`config.mk`:
```
export PLATFORM = sky130hd
export DESIGN_NAME = lcd_mode_sequencer_top
export DESIGN_NICKNAME = d
export VERILOG_FILES = /design/src/rtl/lms_pkg.sv /design/src/rtl/lcd_mode_sequencer_top.sv
export VERILOG_INCLUDE_DIRS = /design/src /design/src/rtl
export SDC_FILE = /design/constraint.sdc
export NUM_CORES = 1
export LEC_CHECK = 0
export CORE_ASPECT_RATIO = 0.9
export CORE_UTILIZATION = 46
export CTS_BUF_LIST = sky130_fd_sc_hd__clkbuf_4
export CTS_CLUSTER_DIAMETER = 150
export DETAILED_ROUTE_END_ITERATION = 10
export DONT_BUFFER_PORTS = 1
export PLACE_DENSITY = 0.66
export SYNTH_ARGS = -nofsm -noshare
export SYNTH_HDL_FRONTEND = slang
export SYNTH_SLANG_ARGS = --single-unit
```
`constraint.sdc`:
```
create_clock -name clk_i -period 19.3 [get_ports clk_i]
set_input_delay 5.79 -clock clk_i [delete_from_list [all_inputs] [get_ports clk_i]]
set_output_delay 5.79 -clock clk_i [all_outputs]
set_load 0.01 [all_outputs]
```
`src/rtl/lcd_mode_sequencer_top_assert.svh`:
```
// Assertion macros for the LCD mode sequencer.
// Each macro expects clk_i and rst_ni in the scope where it is used.
`ifndef LCD_MODE_SEQUENCER_TOP_ASSERT_SVH
`define LCD_MODE_SEQUENCER_TOP_ASSERT_SVH

// Same-cycle implication, disabled while reset is asserted.
`define LMS_ASSERT_IMP(lbl, ante, cons, msg) \
  lbl: assert property (@(posedge clk_i) disable iff (!rst_ni) (ante) |-> (cons)) \
    else $error(msg);

// Next-cycle implication, disabled while reset is asserted.
`define LMS_ASSERT_NXT(lbl, ante, cons, msg) \
  lbl: assert property (@(posedge clk_i) disable iff (!rst_ni) (ante) |=> (cons)) \
    else $error(msg);

`endif

```
`src/rtl/lms_pkg.sv`:
```
// Constants for the LCD mode timing sequencer: field widths, tick counts and mode codes.
// No dependencies.
package lms_pkg;

  localparam int unsigned StampW = 32;
  localparam int unsigned CountW = 9;
  localparam int unsigned LineW  = 8;
  localparam int unsigned ModeW  = 2;

  // Timing in CPU ticks
  localparam int unsigned LineTicks   = 456;
  localparam int unsigned VblankTicks = 4560;
  localparam int unsigned VblankLines = 10;
  localparam int unsigned OamTicks    = 80;
  localparam int unsigned XferTicks   = 172;

  localparam logic [CountW-1:0] CountLine   = CountW'(LineTicks);
  localparam logic [CountW-1:0] CountVbLine = CountW'(VblankTicks / VblankLines);
  localparam logic [CountW-1:0] CountOamEnd = CountW'(LineTicks - OamTicks);
  localparam logic [CountW-1:0] CountXfrEnd = CountW'(LineTicks - OamTicks - XferTicks);

  // Line numbers
  localparam logic [LineW-1:0] LastVisible   = LineW'(143);
  localparam logic [LineW-1:0] LastLine      = LineW'(153);
  localparam logic [LineW-1:0] VblankIrqLine = LineW'(144);

  // Mode codes
  localparam logic [ModeW-1:0] ModeHblank = 2'd0;
  localparam logic [ModeW-1:0] ModeVblank = 2'd1;
  localparam logic [ModeW-1:0] ModeOam    = 2'd2;
  localparam logic [ModeW-1:0] ModeXfer   = 2'd3;

endpackage

```
`src/rtl/lcd_mode_sequencer_top.sv`:
```
// LCD mode sequencer, top level: elapsed-tick countdown, mode state and output register.
// Depends on lms_pkg and lcd_mode_sequencer_top_assert.svh.

// Each accepted tick stamp request advances the display timing by the ticks
// elapsed since the previous stamp (a stamp lower than the previous one counts
// from zero) and yields one result: mode, line number, STAT and vblank
// interrupt requests, and a render strobe with the row to draw. One request is
// taken per clock; its result appears in the output register on the next cycle.
// The only limit on throughput is the output side: while a result waits under
// out_stall_i, in_stall_o is raised. At most one mode change happens per request.
module lcd_mode_sequencer_top
  import lms_pkg::*;
(
  input  logic              clk_i,
  input  logic              rst_ni,
  input  logic              in_valid_i,
  output logic              in_stall_o,
  input  logic [StampW-1:0] tick_stamp_i,
  output logic              out_valid_o,
  input  logic              out_stall_i,
  output logic [ModeW-1:0]  mode_o,
  output logic [LineW-1:0]  line_number_o,
  output logic              stat_irq_o,
  output logic              vblank_irq_o,
  output logic              render_strobe_o,
  output logic [LineW-1:0]  render_row_o
);

`include "lcd_mode_sequencer_top_assert.svh"

  // Sequencer state
  logic [StampW-1:0] prev_q;
  logic [CountW-1:0] count_q, count_d;
  logic [ModeW-1:0]  mode_q, mode_d;
  logic [LineW-1:0]  line_q, line_d;
  logic              sent_q, sent_d;

  // Output register
  logic              out_valid_q;
  logic [ModeW-1:0]  res_mode_q;
  logic [LineW-1:0]  res_line_q;
  logic              res_stat_q, res_stat_d;
  logic              res_vbl_q, res_vbl_d;
  logic              res_strobe_q, res_strobe_d;
  logic [LineW-1:0]  res_row_q, res_row_d;

  logic              in_accept;
  logic [StampW-1:0] prev_eff;
  logic [StampW-1:0] elapsed;
  logic [CountW-1:0] count_sub;
  logic [LineW-1:0]  line_inc;

  // Handshake: stall only while a result is held back
  assign in_stall_o = out_valid_q & out_stall_i;
  assign in_accept  = in_valid_i & ~in_stall_o;

  // Elapsed ticks and saturating countdown
  assign prev_eff  = (prev_q > tick_stamp_i) ? '0 : prev_q;
  assign elapsed   = tick_stamp_i - prev_eff;
  assign count_sub = (elapsed > StampW'(count_q)) ? '0 : (count_q - elapsed[CountW-1:0]);
  assign line_inc  = line_q + LineW'(1);

  // Mode stepping
  always_comb begin
    count_d      = count_sub;
    mode_d       = mode_q;
    line_d       = line_q;
    sent_d       = sent_q;
    res_stat_d   = 1'b0;
    res_vbl_d    = 1'b0;
    res_strobe_d = 1'b0;
    res_row_d    = '0;
    unique case (mode_q)
      ModeHblank: begin
        if (!sent_q) begin
          sent_d     = 1'b1;
          res_stat_d = 1'b1;
        end
        if (count_sub == '0) begin
          line_d = line_inc;
          sent_d = 1'b0;
          if (line_inc > LastVisible) begin
            mode_d  = ModeVblank;
            count_d = CountVbLine;
          end else begin
            mode_d  = ModeOam;
            count_d = CountLine;
          end
        end
      end
      ModeVblank: begin
        res_vbl_d = (line_q == VblankIrqLine);
        if (count_sub == '0) begin
          if (line_inc > LastLine) begin
            mode_d  = ModeOam;
            count_d = CountLine;
            line_d  = '0;
          end else begin
            line_d  = line_inc;
            count_d = CountVbLine;
          end
        end
      end
      ModeOam: begin
        if (count_sub <= CountOamEnd) mode_d = ModeXfer;
      end
      default: begin
        if (count_sub <= CountXfrEnd) begin
          res_strobe_d = 1'b1;
          res_row_d    = line_q;
          mode_d       = ModeHblank;
        end
      end
    endcase
  end

  // State registers
  always_ff @(posedge clk_i or negedge rst_ni) begin
    if (!rst_ni) begin
      prev_q  <= '0;
      count_q <= CountLine;
      mode_q  <= ModeOam;
      line_q  <= '0;
      sent_q  <= 1'b0;
    end else if (in_accept) begin
      prev_q  <= tick_stamp_i;
      count_q <= count_d;
      mode_q  <= mode_d;
      line_q  <= line_d;
      sent_q  <= sent_d;
    end
  end

  // Result valid
  always_ff @(posedge clk_i or negedge rst_ni) begin
    if (!rst_ni) begin
      out_valid_q <= 1'b0;
    end else if (in_accept) begin
      out_valid_q <= 1'b1;
    end else if (!out_stall_i) begin
      out_valid_q <= 1'b0;
    end
  end

  // Result payload, loaded only with a new request
  always_ff @(posedge clk_i) begin
    if (in_accept) begin
      res_mode_q   <= mode_d;
      res_line_q   <= line_d;
      res_stat_q   <= res_stat_d;
      res_vbl_q    <= res_vbl_d;
      res_strobe_q <= res_strobe_d;
      res_row_q    <= res_row_d;
    end
  end

  assign out_valid_o     = out_valid_q;
  assign mode_o          = res_mode_q;
  assign line_number_o   = res_line_q;
  assign stat_irq_o      = res_stat_q;
  assign vblank_irq_o    = res_vbl_q;
  assign render_strobe_o = res_strobe_q;
  assign render_row_o    = res_row_q;

  // Checks
  `LMS_ASSERT_NXT(a_accept_gives_result, in_accept, out_valid_o, "accepted request lost")
  `LMS_ASSERT_IMP(a_line_in_range, 1'b1, line_q <= LastLine, "line counter past last line")
  `LMS_ASSERT_IMP(a_strobe_enters_hblank, out_valid_o && render_strobe_o,
                  mode_o == ModeHblank, "render strobe without hblank entry")
  `LMS_ASSERT_IMP(a_vblank_irq_line, out_valid_o && vblank_irq_o,
                  (line_number_o == VblankIrqLine) || (line_number_o == VblankIrqLine + 8'd1),
                  "vblank interrupt off its line")

endmodule
```
==> results.yml <==
sta:
  worstMarginPinSlew_ns: 1.10
  rsz0062_at_grt: "no"
  finalSetupTns_ns: 0
  max_slew_margin_pct: 24.9
  worst_slack_ns: 5.99
  finalCritPeriodShare_pct: 69.0
  fmax_mhz: 75.1
  finalHoldWorstSlack_ns: 0.510
  setup_viol: 0
  slew_violations: 0
  finClkSkew_ns: 0.0218
  period_needed_ns: 13.31
  hold_viol: 0
floorplanning:
  die_x_um: 131
  die_area_mm2: 0.0154
  die_h_um: 118
  pin_count: 59
  num_rows: 41
  initial_core_util_pct: 48.0
  core_mm2: 0.0143
setup_path:
  slowest_stage: "a2111oi_0"
  worstPathMaxFanout: 23
  critPathMostFrequentCell: "nand2_1"
  critPathArrivalTime_ns: 13.56
  cp-end-kind: "register"
  cp.required_ns: 19.55
  slowest_delay_ns: 1.00
  startpoint_type: "primary input"
  criticalPathCategory: "primary input to register"
drt:
  first_pass_iters: 5
  drt_iter0_markers: 500
  wirelength_mm: 17.9
  drc: 0
  vias: 6156
  final_antenna_net_count: 0
  vias_per_cell: 6.02
  detail_route.wl_per_cell_um: 17.4
final_layout:
  areaGrowthSynthToFinish_pct: 3.69
  layout.cells.non_filler: 1023
  final_area_mm2: 0.00710
  fin_nets: 944
  drive_gt1_share_pct: 5.19
  final_util_pct: 49.8
place:
  place_area_mm2: 0.00695
  dp_hpwl_mm: 13.7
  placedCellCount: 1006
  gp_congestion: 0.947
  post-place-ws_ns: 5.59
  io_buffers: 0
yosys:
  synth_most_common_cell: "nand2_1"
  syn_area_mm2: 0.00685
  synth_edf_count: 21
  synth_seq_cells: 74
  yosysSeqAreaShare_pct: 28.7
  syn_nets: 972
  async_flop_share_pct: 71.6
  synth_top_cells_by_count: "nand2_1 (125), ha_1 (82), o21ai_0 (70)"
  netlist_instances: 852
  yosysTopAreaCellShare_pct: 17.5
  yosys-top-cells-area: "dfrtp_1 (18%), ha_1 (15%), edfxtp_1 (9.2%), nand2_1 (6.9%), o21ai_0 (5.1%)"
  synth_warnings: 0
  synth_flop_cell: "dfrtp_1"
  syn_area_per_cell_um2: 8.04
  yosys.area.top_type: "dfrtp_1"
  ys_types: 69
power_and_ir_drop:
  p_clk_share_pct: 15.2
  cell_internal_pwr_mw: 0.391
  vdd_drop_max_uv: 45.4
  seqPwrFrac_pct: 30.5
  switchingPower_mw: 0.343
  p_leak_nw: 3.14
  power_mw: 0.734
  power_frac_comb_pct: 54.3
  p_sw_share_pct: 46.8
  p_per_area_mw_per_mm2: 103
cts:
  cts_max_path_buffers: 2
  cts_hold_buf: 0
  cts_num_sinks: 74
  cts.htree.levels: 3
  post_cts_buffers: 0
  clk_pin_slew_ns: 0.14
  clock-root-buffer: "clkbuf_4"
  cts_tree: "done"
  numCtsBuffers: 9
  clock_latency_ns: 0.49
  ctsResizeCount: 0
global_routing:
  grtUsageTotal_pct: 24.5
  grt_max_degree: 74
  grt_pass1_vias: 5917
  grt_first_pass_wirelength_mm: 29.9
  overflow: 0
  antenna_found_initial: 1
worst_hold_path:
  min_path_type: "register to register"
flow_run:
  drv_cap: 0
status:
  status: "complete, no violations"
[layer usage]
| layer | global-route usage, % | up-vias | share of wire (%) |
|---|---|---|---|
| met5 | 0 | - | 0 |
| met4 | 6.39 | 0 | 1.3 |
| met3 | 4.59 | 21 | 5.5 |
| met2 | 37.3 | 183 | 44 |
| met1 | 35.1 | 2918 | 49 |
| li1 | - | 3034 | - |
[final timing paths]
kind	from	end	slack (ns)	cells past startpoint
max	tick_stamp_i[17]	line_number_o[7]	5.99	29
min	count_q[7]	count_q[7]	0.51	2
max reg2reg	prev_q[21]	line_number_o[7]	10.90	28
min reg2reg	count_q[7]	count_q[7]	0.51	2
max in group asynchronous	rst_ni	mode_q[1]	14.11	0
min in group asynchronous	rst_ni	prev_q[0]	4.97	0
[state kept, by name, indices dropped and copies added (netlist names), 2 cells and up]
register and cells:
prev_q 32, count_q 9, line_number_o 8, line_q 8
render_row_o 8, mode_o 2, mode_q 2
[kinds of logic (layout without fill, tap and decap cells)]
logic type      Yosys count  count (layout)  share of synthesized area, %
simple gates            295             295                          20.9
compound gates          257             257                          24.2
buf+inv                 111              88                          6.25
fa+ha+maj                84              84                          15.6
flops                    74              74                          28.7
xor+xnor                 26              26                          3.73
mux                       5               5                         0.731
other cells               0               1                             0
[critical path, delay by kind of cell]
family	cells	cell delay [ns]
AOI/OAI and AO/OA	13	3.73
and+or+nand+nor	11	2.83
adders and majority gates	3	0.99
xor gates and xnor gates	1	0.16
buffers and inverters	1	0.03
[placed cells by master, fill, tap and decap left out, drive strengths merged, types with 5 or more instances in the layout]
cell type	count
a2111oi	7
xnor2	13
dfrtp	48
a211oi	6
nor2b	5
inv	72
clkbuf	9
xor2	11
edfxtp	21
or2	6
or4	5
o31ai	5
nand2b	8
a21o	10
or3	8
o211ai	11
nand3	28
a32o	6
and2	14
nand2	125
a22o	6
ha	82
nand4	14
mux2i	5
nor3	21
o21a	9
and3	8
a31oi	6
nor2	39
o21bai	5
o21ai	72
dfstp	5
o22ai	6
a21oi	70
a31o	5
[power by group through the flow]
stage                     Clock [mW]  Combinational [mW]  Sequential (mW)
after global placement             0               0.384            0.226
after global routing           0.121               0.444            0.229
final                          0.112               0.398            0.224
after CTS                      0.115               0.393            0.224
after detailed placement           0               0.391            0.227
after floorplan                    0               0.313            0.213
[area by class of cell]
type	instances	area, um^2
Clock inverter	7	85.1
Tap cell	193	241
Timing Repair Buffer	3	22.5
Multi-Input combinational cell	667	4460
Sequential cell	74	1960
Fill cell	1410	7160
Antenna cell	1	2.50
Inverter	69	259
Clock buffer	9	67.6
No activity file was read; power rests on OpenSTA's default activity.
